### src/rtl/core/pwm_pkg.sv
// Shared types and constants for the period weighted mean unit.
// No dependencies; every other file in rtl/core imports this package.
`timescale 1ns / 1ps

package pwm_pkg;

  // Field widths of one transaction.
  localparam int ACTION_W = 2;
  localparam int PRICE_W  = 32;
  localparam int VOL_W    = 16;
  localparam int IDX_W    = 6;

  // Accumulator and product widths.
  localparam int PROD_W = PRICE_W + VOL_W;
  localparam int SUM_W  = 64;
  localparam int WT_W   = 32;

  // History ring geometry.
  localparam int HISTORY_DEPTH = 64;
  localparam int HIST_AW       = $clog2(HISTORY_DEPTH);
  localparam int CNT_W         = HIST_AW + 1;

  // Command queue between the front and back ends.
  localparam int QUEUE_DEPTH = 4;
  localparam int QUEUE_AW    = $clog2(QUEUE_DEPTH);

  // Serial divider: one quotient bit per cycle.
  localparam int DIV_STEPS = SUM_W;
  localparam int DIV_CW    = $clog2(DIV_STEPS);

  typedef logic [ACTION_W-1:0] action_t;

  localparam action_t ACT_TICK   = 2'd0;
  localparam action_t ACT_CLOSE  = 2'd1;
  localparam action_t ACT_READ   = 2'd2;
  localparam action_t ACT_UNUSED = 2'd3;

  // One classified command as it travels through the queue.
  typedef struct packed {
    action_t              action;
    logic [PRICE_W-1:0]   price;
    logic [PROD_W-1:0]    product;
    logic [VOL_W-1:0]     volume;
    logic [IDX_W-1:0]     index;
  } pwm_item_t;

endpackage

### src/rtl/core/period_weighted_mean_unit.sv
// Period weighted mean unit: ticks are taken one per cycle while the queue has room and pass
// through the front register and the queue into the accumulators. A bar close runs a serial
// divide before raising its result; a zero-weight close skips it, and a history read uses the ring.
// Closes and reads hold the back end, so their throughput is set by the divider, ring and result handshake.
// Synchronous reset clears the accumulators, queue and pointers; ring contents stay undefined.
`timescale 1ns / 1ps

module period_weighted_mean_unit (
  input  logic                       clk,
  input  logic                       rst,
  input  logic                       in_valid,
  output logic                       in_ready,
  input  pwm_pkg::action_t           action,
  input  logic [pwm_pkg::PRICE_W-1:0] price,
  input  logic [pwm_pkg::VOL_W-1:0]  volume,
  input  logic [pwm_pkg::IDX_W-1:0]  history_index,
  output logic                       out_valid,
  input  logic                       out_ready,
  output logic [pwm_pkg::PRICE_W-1:0] bar_mean,
  output logic                       used_close,
  output logic                       entry_valid
);
  import pwm_pkg::*;

  pwm_item_t f_item;
  logic      f_valid;
  logic      f_ready;
  pwm_item_t q_item;
  logic      q_valid;
  logic      q_ready;

  // Front end: acceptance, classification and the tick product.
  pwm_front u_front (
    .clk           (clk),
    .rst           (rst),
    .in_valid      (in_valid),
    .in_ready      (in_ready),
    .action        (action),
    .price         (price),
    .volume        (volume),
    .history_index (history_index),
    .item_valid    (f_valid),
    .item_ready    (f_ready),
    .item          (f_item)
  );

  // Queue between the two halves.
  pwm_queue u_queue (
    .clk        (clk),
    .rst        (rst),
    .push_valid (f_valid),
    .push_ready (f_ready),
    .push_item  (f_item),
    .pop_valid  (q_valid),
    .pop_ready  (q_ready),
    .pop_item   (q_item)
  );

  // Back end: accumulation, division, history and results.
  pwm_back u_back (
    .clk         (clk),
    .rst         (rst),
    .q_valid     (q_valid),
    .q_ready     (q_ready),
    .q_item      (q_item),
    .out_valid   (out_valid),
    .out_ready   (out_ready),
    .bar_mean    (bar_mean),
    .used_close  (used_close),
    .entry_valid (entry_valid)
  );

endmodule

### src/rtl/core/pwm_front.sv
// Front end: accepts input transactions, drops unused action codes and
// forms the tick product. Depends on pwm_pkg.
`timescale 1ns / 1ps

module pwm_front (
  input  logic                       clk,
  input  logic                       rst,
  input  logic                       in_valid,
  output logic                       in_ready,
  input  pwm_pkg::action_t           action,
  input  logic [pwm_pkg::PRICE_W-1:0] price,
  input  logic [pwm_pkg::VOL_W-1:0]  volume,
  input  logic [pwm_pkg::IDX_W-1:0]  history_index,
  output logic                       item_valid,
  input  logic                       item_ready,
  output pwm_pkg::pwm_item_t         item
);
  import pwm_pkg::*;

  logic f_valid;

  // The stage is free when empty or when its content moves on this cycle.
  assign in_ready   = !f_valid || item_ready;
  assign item_valid = f_valid;

  // Control: an unused action code is accepted and then forgotten.
  always_ff @(posedge clk) begin
    if (rst) begin
      f_valid <= 1'b0;
    end else if (in_ready) begin
      f_valid <= in_valid && (action != ACT_UNUSED);
    end
  end

  // Payload with the registered price times volume product.
  always_ff @(posedge clk) begin
    if (in_valid && in_ready) begin
      item.action  <= action;
      item.price   <= price;
      item.product <= PROD_W'(price) * PROD_W'(volume);
      item.volume  <= volume;
      item.index   <= history_index;
    end
  end

endmodule

### src/rtl/core/pwm_queue.sv
// Short command queue that decouples the front end from the back end.
// Depends on pwm_pkg for the item type and depth.
`timescale 1ns / 1ps

module pwm_queue (
  input  logic               clk,
  input  logic               rst,
  input  logic               push_valid,
  output logic               push_ready,
  input  pwm_pkg::pwm_item_t push_item,
  output logic               pop_valid,
  input  logic               pop_ready,
  output pwm_pkg::pwm_item_t pop_item
);
  import pwm_pkg::*;

  pwm_item_t             entries [QUEUE_DEPTH];
  logic [QUEUE_AW-1:0]   wr_ptr;
  logic [QUEUE_AW-1:0]   rd_ptr;
  logic [QUEUE_AW:0]     count;
  logic                  do_push;
  logic                  do_pop;

  assign push_ready = (count != (QUEUE_AW+1)'(QUEUE_DEPTH));
  assign pop_valid  = (count != '0);
  assign pop_item   = entries[rd_ptr];
  assign do_push    = push_valid && push_ready;
  assign do_pop     = pop_valid && pop_ready;

  // Pointers and fill count.
  always_ff @(posedge clk) begin
    if (rst) begin
      wr_ptr <= '0;
      rd_ptr <= '0;
      count  <= '0;
    end else begin
      if (do_push) begin
        wr_ptr <= wr_ptr + 1'b1;
      end
      if (do_pop) begin
        rd_ptr <= rd_ptr + 1'b1;
      end
      if (do_push && !do_pop) begin
        count <= count + 1'b1;
      end else if (do_pop && !do_push) begin
        count <= count - 1'b1;
      end
    end
  end

  // Storage.
  always_ff @(posedge clk) begin
    if (do_push) begin
      entries[wr_ptr] <= push_item;
    end
  end

endmodule

### src/rtl/core/pwm_div.sv
// Restoring serial divider, one quotient bit per cycle.
// Depends on pwm_pkg for operand widths and the step count.
`timescale 1ns / 1ps

module pwm_div (
  input  logic                     clk,
  input  logic                     rst,
  input  logic                     start,
  input  logic [pwm_pkg::SUM_W-1:0] dividend,
  input  logic [pwm_pkg::WT_W-1:0] divisor,
  output logic                     done,
  output logic [pwm_pkg::SUM_W-1:0] quotient
);
  import pwm_pkg::*;

  logic              busy;
  logic [DIV_CW-1:0] step;
  logic [WT_W-1:0]   rem;
  logic [WT_W-1:0]   dvs;
  logic [WT_W:0]     shifted;
  logic              fits;

  // Bring down the next dividend bit and try the subtraction.
  assign shifted = {rem, quotient[SUM_W-1]};
  assign fits    = (shifted >= {1'b0, dvs});

  always_ff @(posedge clk) begin
    if (rst) begin
      busy <= 1'b0;
      done <= 1'b0;
      step <= '0;
    end else begin
      // Done pulses for one cycle after the last quotient bit.
      done <= !start && busy && (step == DIV_CW'(DIV_STEPS - 1));
      if (start) begin
        busy <= 1'b1;
        step <= '0;
      end else if (busy) begin
        step <= step + 1'b1;
        if (step == DIV_CW'(DIV_STEPS - 1)) begin
          busy <= 1'b0;
        end
      end
    end
  end

  // Datapath; the quotient shifts in where the dividend shifts out.
  always_ff @(posedge clk) begin
    if (start) begin
      quotient <= dividend;
      rem      <= '0;
      dvs      <= divisor;
    end else if (busy) begin
      quotient <= {quotient[SUM_W-2:0], fits};
      rem      <= fits ? WT_W'(shifted - {1'b0, dvs}) : shifted[WT_W-1:0];
    end
  end

endmodule

### src/rtl/core/pwm_back.sv
// Back end: accumulates ticks, closes bars, weighted ones through the serial divider,
// keeps the history ring and drives the result register. Depends on pwm_pkg, pwm_div.
`timescale 1ns / 1ps

module pwm_back (
  input  logic                       clk,
  input  logic                       rst,
  input  logic                       q_valid,
  output logic                       q_ready,
  input  pwm_pkg::pwm_item_t         q_item,
  output logic                       out_valid,
  input  logic                       out_ready,
  output logic [pwm_pkg::PRICE_W-1:0] bar_mean,
  output logic                       used_close,
  output logic                       entry_valid
);
  import pwm_pkg::*;

  typedef enum logic [1:0] {B_IDLE, B_DIV, B_READ, B_OUT} state_t;

  state_t               state;
  logic [SUM_W-1:0]     weighted_sum;
  logic [WT_W-1:0]      weight_total;
  logic [HIST_AW-1:0]   write_slot;
  logic [CNT_W-1:0]     filled_count;
  logic [PRICE_W-1:0]   ring [HISTORY_DEPTH];
  logic [PRICE_W-1:0]   rd_data;
  logic                 rd_hit_r;
  logic [PRICE_W-1:0]   res_mean;
  logic                 res_used;
  logic                 res_entry;
  logic                 res_close;

  logic                 pop;
  logic                 out_load;
  logic                 div_start;
  logic                 div_done;
  logic [SUM_W-1:0]     div_quo;
  logic [SUM_W:0]       sum_ext;
  logic [SUM_W-1:0]     sum_next;
  logic [WT_W:0]        wt_ext;
  logic [WT_W-1:0]      wt_next;
  logic                 rd_hit;
  logic [CNT_W-1:0]     back_sum;
  logic [CNT_W-1:0]     back_wrap;
  logic [HIST_AW-1:0]   back_addr;
  logic [HIST_AW-1:0]   slot_next;
  logic [PRICE_W-1:0]   quo_sat;

  // Commands are taken only while no close or read is in flight.
  assign q_ready   = (state == B_IDLE);
  assign pop       = q_ready && q_valid;
  assign out_load  = (state == B_OUT) && (!out_valid || out_ready);
  assign div_start = pop && (q_item.action == ACT_CLOSE) && (weight_total != '0);

  // Saturating accumulator updates.
  assign sum_ext  = {1'b0, weighted_sum} + (SUM_W+1)'(q_item.product);
  assign sum_next = sum_ext[SUM_W] ? '1 : sum_ext[SUM_W-1:0];
  assign wt_ext   = {1'b0, weight_total} + (WT_W+1)'(q_item.volume);
  assign wt_next  = wt_ext[WT_W] ? '1 : wt_ext[WT_W-1:0];

  // Reverse index to ring slot, wrapping once around the ring.
  assign rd_hit    = (CNT_W'(q_item.index) < filled_count);
  assign back_sum  = CNT_W'(write_slot) + CNT_W'(HISTORY_DEPTH - 1) - CNT_W'(q_item.index);
  assign back_wrap = (back_sum >= CNT_W'(HISTORY_DEPTH)) ?
                     (back_sum - CNT_W'(HISTORY_DEPTH)) : back_sum;
  assign back_addr = back_wrap[HIST_AW-1:0];

  assign slot_next = (write_slot == HIST_AW'(HISTORY_DEPTH - 1)) ? '0 : write_slot + 1'b1;

  // A quotient beyond 32 bits only follows saturation; clamp it.
  assign quo_sat = (div_quo[SUM_W-1:PRICE_W] != '0) ? '1 : div_quo[PRICE_W-1:0];

  pwm_div u_div (
    .clk      (clk),
    .rst      (rst),
    .start    (div_start),
    .dividend (weighted_sum),
    .divisor  (weight_total),
    .done     (div_done),
    .quotient (div_quo)
  );

  // Sequencer, accumulators, history pointers and the result register.
  always_ff @(posedge clk) begin
    if (rst) begin
      state        <= B_IDLE;
      weighted_sum <= '0;
      weight_total <= '0;
      write_slot   <= '0;
      filled_count <= '0;
      out_valid    <= 1'b0;
    end else begin
      if (out_valid && out_ready && !out_load) begin
        out_valid <= 1'b0;
      end
      case (state)
        B_IDLE: begin
          if (pop) begin
            case (q_item.action)
              ACT_TICK: begin
                weighted_sum <= sum_next;
                weight_total <= wt_next;
              end
              ACT_CLOSE: begin
                if (weight_total == '0) begin
                  res_mean  <= q_item.price;
                  res_used  <= 1'b1;
                  res_entry <= 1'b1;
                  res_close <= 1'b1;
                  state     <= B_OUT;
                end else begin
                  state <= B_DIV;
                end
              end
              ACT_READ: begin
                rd_hit_r <= rd_hit;
                state    <= B_READ;
              end
              default: begin
              end
            endcase
          end
        end
        B_DIV: begin
          if (div_done) begin
            res_mean  <= quo_sat;
            res_used  <= 1'b0;
            res_entry <= 1'b1;
            res_close <= 1'b1;
            state     <= B_OUT;
          end
        end
        B_READ: begin
          res_mean  <= rd_hit_r ? rd_data : '0;
          res_used  <= 1'b0;
          res_entry <= rd_hit_r;
          res_close <= 1'b0;
          state     <= B_OUT;
        end
        B_OUT: begin
          if (out_load) begin
            out_valid   <= 1'b1;
            bar_mean    <= res_mean;
            used_close  <= res_used;
            entry_valid <= res_entry;
            if (res_close) begin
              write_slot   <= slot_next;
              weighted_sum <= '0;
              weight_total <= '0;
              if (filled_count < CNT_W'(HISTORY_DEPTH)) begin
                filled_count <= filled_count + 1'b1;
              end
            end
            state <= B_IDLE;
          end
        end
        default: begin
          state <= B_IDLE;
        end
      endcase
    end
  end

  // History ring: written when a closed bar's transaction is issued.
  always_ff @(posedge clk) begin
    if (out_load && res_close) begin
      ring[write_slot] <= res_mean;
    end
  end

  // Registered ring read for history requests.
  always_ff @(posedge clk) begin
    if (pop && (q_item.action == ACT_READ)) begin
      rd_data <= ring[back_addr];
    end
  end

  // The filled count never passes the ring depth.
  a_count_bound: assert property (@(posedge clk) disable iff (rst)
    filled_count <= CNT_W'(HISTORY_DEPTH))
    else $error("filled count beyond history depth");

  // A substituted close price always comes with a valid entry.
  a_used_valid: assert property (@(posedge clk) disable iff (rst)
    out_valid && used_close |-> entry_valid)
    else $error("used_close without entry_valid");

  // The divider finishes only while the sequencer waits for it.
  a_div_owner: assert property (@(posedge clk) disable iff (rst)
    div_done |-> state == B_DIV)
    else $error("divider result with no close pending");

  // Closing a bar leaves both accumulators cleared.
  a_close_clears: assert property (@(posedge clk) disable iff (rst)
    out_load && res_close |=> weighted_sum == '0 && weight_total == '0)
    else $error("accumulators not cleared after close");

endmodule

### config.mk
export PLATFORM = sky130hd
export DESIGN_NAME = period_weighted_mean_unit
export DESIGN_NICKNAME = d
export VERILOG_FILES = /design/src/rtl/core/pwm_pkg.sv /design/src/rtl/core/period_weighted_mean_unit.sv /design/src/rtl/core/pwm_front.sv /design/src/rtl/core/pwm_queue.sv /design/src/rtl/core/pwm_div.sv /design/src/rtl/core/pwm_back.sv
export SDC_FILE = /design/constraint.sdc
export NUM_CORES = 2
export LEC_CHECK = 0
export BUFFER_PORTS_ARGS = -buffer_cell sky130_fd_sc_hd__buf_4
export CAP_MARGIN = 20
export CORE_MARGIN = 8
export CORE_UTILIZATION = 61
export DETAILED_ROUTE_END_ITERATION = 10
export PLACE_DENSITY = 0.77
export SLEW_MARGIN = 5
export SYNTH_ARGS = -nofsm -noshare
export SYNTH_HDL_FRONTEND = slang
export SYNTH_SLANG_ARGS = --single-unit
export TNS_END_PERCENT = 1
### constraint.sdc
create_clock -name clk -period 17.93 [get_ports clk]
set_clock_uncertainty 0.15 [all_clocks]
set_input_delay 1.793 -clock clk [delete_from_list [all_inputs] [get_ports clk]]
set_output_delay 1.793 -clock clk [all_outputs]
set_load 0.03 [all_outputs]
==> impl_metrics.env <==
export IMPL_status="finished clean"
export IMPL_setup_ws_ns=9.73
export IMPL_grt_remaining_overflow=0
export IMPL_yosys_area_top_type="edfxtp_1"
export IMPL_combPwrFrac=0.424
export IMPL_die_h_um=480
export IMPL_wl_per_cell_um=31.4
export IMPL_htree_levels=5
export IMPL_die_w_um=480
export IMPL_finalCritPeriodShare=0.458
export IMPL_fin_nets=8565
export IMPL_drt_iter0_markers=10200
export IMPL_cp_end_kind="flop"
export IMPL_core_area_um2=214000
export IMPL_switching_share=0.364
export IMPL_syn_area_um2=131000
export IMPL_syn_area_per_cell_um2=17.1
export IMPL_crit_buf_inv=4
export IMPL_ioPinCount=96
export IMPL_clock_fmax_ghz=0.122
export IMPL_crit_type="in2reg"
export IMPL_hold_end="u_back.weighted_sum[33]$_SDFFE_PP0P_"
export IMPL_setup_viol=0
export IMPL_cpLargestDelayFamily="adder cells"
export IMPL_yosysTopAreaCellShare=0.633
export IMPL_drv_slew=0
export IMPL_ant_nets=0
export IMPL_ys_seq_elements=2928
export IMPL_io_buffers=95
export IMPL_syn_inst=7664
export IMPL_ys_async_sr_fraction=0
export IMPL_grt_max_degree=114
export IMPL_critPathSlowestCell="fa_1"
export IMPL_crit_path_start_kind="input port"
export IMPL_cts_tree="built"
export IMPL_hold_viol=0
export IMPL_area_growth_pct=10.4
export IMPL_clock_sinks=2928
export IMPL_total_leakage_power_nw=50.3
export IMPL_post_cts_buffers=0
export IMPL_routed_wl_um=342000
export IMPL_dp_hpwl_um=192000
export IMPL_synth_cell_types=80
export IMPL_grt_pass1_vias=73800
export IMPL_n_fill_cell=13200
export IMPL_power_density_nw_per_um2=179
export IMPL_min_path_type="reg2reg"
export IMPL_worstReg2RegEnd="u_back.rd_data[14]$_DFFE_PP_"
export IMPL_power_switching_mw=9.43
export IMPL_start_util=0.613
export IMPL_final_setup_tns_ns=0
export IMPL_dr_pass1_iters=6
export IMPL_numCtsBuffers=294
export IMPL_antenna_found_initial=16
export IMPL_holdPathStages=2
export IMPL_synth_nets=8389
export IMPL_clockPowerShare=0.226
export IMPL_grtUsageTotal=0.295
export IMPL_p_seq_frac=0.350
export IMPL_worstHoldStart="u_back.weighted_sum[33]$_SDFFE_PP0P_"
export IMPL_worstPathArrival_ns=8.71
export IMPL_final_common_cell="edfxtp_1"
export IMPL_final_cell_mix="edfxtp_1 (2,766), mux4_2 (744), nand2_1 (710), inv_1 (536), fa_1 (422)"
export IMPL_root_buffer="clkbuf_16"
export IMPL_grt_pass1_wl_um=497000
export IMPL_reg2reg_depth=11
export IMPL_relSlewSlack=0.204
export IMPL_worstPathMaxFanout=33
export IMPL_rows=170
export IMPL_routed_via_density=6.70
export IMPL_cp_slowest_stage_delay_ns=0.55
export IMPL_dpl_worst_slack_ns=8.86
export IMPL_rsz0062_at_grt="false"
export IMPL_p_int_mw=16.5
export IMPL_place_gp_congestion=0.898
export IMPL_clock_path_buffers=4
export IMPL_drive_gt1_frac=0.189
export IMPL_crit_top_cell="fa_1"
export IMPL_clk_pin_slew_ns=0.06
export IMPL_drv_cap=0
export IMPL_yosys_warnings=0
export IMPL_path_cells="buf_4 > nand2_1 > fa_1 > fa_1 > fa_1 > inv_1 > fa_1 > fa_1 > inv_1 > fa_1 > inv_1 > ha_1 > a21o_1 > a221o_1 > and2_1 > a211oi_1 > o21ai_1 > nand2_1 > a31oi_1 > a221oi_2 > o31ai_1 > a221oi_1 > xnor2_1"
export IMPL_rrSetupSlack_ns=10.58
export IMPL_synth_edf_count=2766
export IMPL_ctsHoldBuffers=0
export IMPL_seq_area_frac_synth=0.657
export IMPL_clk_latency_ns=0.96
export IMPL_tightest_slew_ns=1.19
export IMPL_synth_main_ff_cell="edfxtp_1"
export IMPL_num_vias=73000
export IMPL_cts_resized=0
export IMPL_cp_required_ns=18.44
export IMPL_ir_drop_v=0.000331
export IMPL_synth_top_cells_by_area="edfxtp_1 (63%), mux4_2 (13%), fa_1 (6.5%), dfxtp_1 (2.5%), ha_1 (2.3%)"
export IMPL_post_route_min_period_ns=8.20
export IMPL_drc=0
export IMPL_dieArea_um2=230000
## power by group through the flow
stage               clock [mW]  combinational [mW]  sequential (mW)
finish                    5.85                11.0             9.06
global placement             0                10.4             9.17
detailed placement           0                10.6             9.19
floorplan                    0                7.17             9.38
CTS                       5.89                10.8             9.06
global route              6.13                11.8             9.09
## per-layer routing
metal / GRT usage / vias to the layer above / part of all wire
met5: 0 / - / 0.000088
met4: 0.105 / 4 / 0.042
met3: 0.0755 / 880 / 0.12
met2: 0.464 / 5183 / 0.47
met1: 0.406 / 37500 / 0.37
li1: - / 29400 / -
## worst max-delay path by stage
stage / start / endpoint / slack (ns) / depth (start not counted)
after floorplan: flop / u_back.res_close$_DFFE_PP_ / 9.12 / 8
after global routing: volume[1] / u_front.item[69]$_DFFE_PP_ / 9.40 / 23
final: volume[1] / u_front.item[69]$_DFFE_PP_ / 9.73 / 23
after CTS: volume[1] / u_front.item[69]$_DFFE_PP_ / 9.80 / 23
after detailed placement: volume[1] / u_front.item[69]$_DFFE_PP_ / 8.86 / 23
after global placement: volume[1] / u_front.item[69]$_DFFE_PP_ / 8.98 / 23
## synth_stat cells (6+ instances only)
library cell and n:
nand4_1 25, buf_1 70, and3_1 38, a221oi_1 8, nor2_1 239, o21a_1 22, and4_1 6, o21bai_1 23
or3_1 9, mux2i_1 38, a211o_1 6, o21ai_0 167, o31a_1 8, xor2_1 56, mux4_2 744, clkbuf_1 286
xnor2_1 94, nor3_1 32, a211oi_1 67, a311oi_1 7, or2_2 6, a21o_1 88, edfxtp_1 2766, dfxtp_1 162
ha_1 242, o21ai_1 6, a31oi_1 62, nor2b_1 48, nand3_1 40, inv_1 536, o31ai_1 11, a31o_2 10
and2_1 227, buf_2 12, fa_1 423, nand2b_1 18, nor4_1 19, nand2_1 711, a21oi_1 247, o211ai_1 12
## stage by stage
| stage | hold slack [ns] | area (um^2) | cells | util | total power [mW] |
|---|---|---|---|---|---|
| floorplan | 0.250 | 131000 | 7664 | - | 16.5 |
| global placement | 0.297 | 136000 | 10400 | 0.635 | 19.6 |
| detailed placement | 0.304 | 136000 | 10400 | 0.635 | 19.8 |
| CTS | 0.312 | 145000 | 10900 | 0.676 | 25.8 |
| global route | 0.326 | 145000 | 10900 | 0.677 | 27.1 |
| finish | 0.312 | 145000 | 10900 | 0.677 | 25.9 |
## cell type report
cell class,count,area (um^2),share of cell area
Clock buffer,352,7670,0.0529
Tap cell,2838,3550,0.0245
Inverter,538,2020,0.0139
Sequential cell,2928,86300,0.596
Clock inverter,151,1230,0.00852
Timing Repair Buffer,255,2020,0.0139
Antenna cell,6,15.0,0.000104
Multi-Input combinational cell,3823,42100,0.291
## worst register-to-register path: stages (launching register included)
cell and delay, ns:
dfxtp_4 0.37, mux4_2 0.51, inv_1 0.15, ha_4 0.70, buf_12 0.64, buf_4 0.91
buf_4 0.67, buf_4 0.84, mux4_2 0.65, mux4_2 0.57, a211oi_1 0.74, a21oi_1 0.19
## state kept, by name, summed over array words and instances, names as in the netlist, 64 cells and up, named ones only
register / cells
u_back.ring: 2048
u_back.u_div.quotient: 64
u_back.weighted_sum: 64
u_front.item: 104
u_queue.entries: 416
## cell families (layout without fill, tap and decap cells)
logic type,after synthesis,after routing,share of synthesized area
buffers and inverters,913,1296,0.0264
DFF,2928,2928,0.657
AOI/OAI and AO/OA,788,788,0.0378
other,0,6,0
adders and majority gates,665,665,0.0876
and+or+nand+nor,1438,1438,0.0502
xor gates and xnor gates,150,150,0.0100
muxes,782,782,0.131
Power figures use the tool's default switching activity.
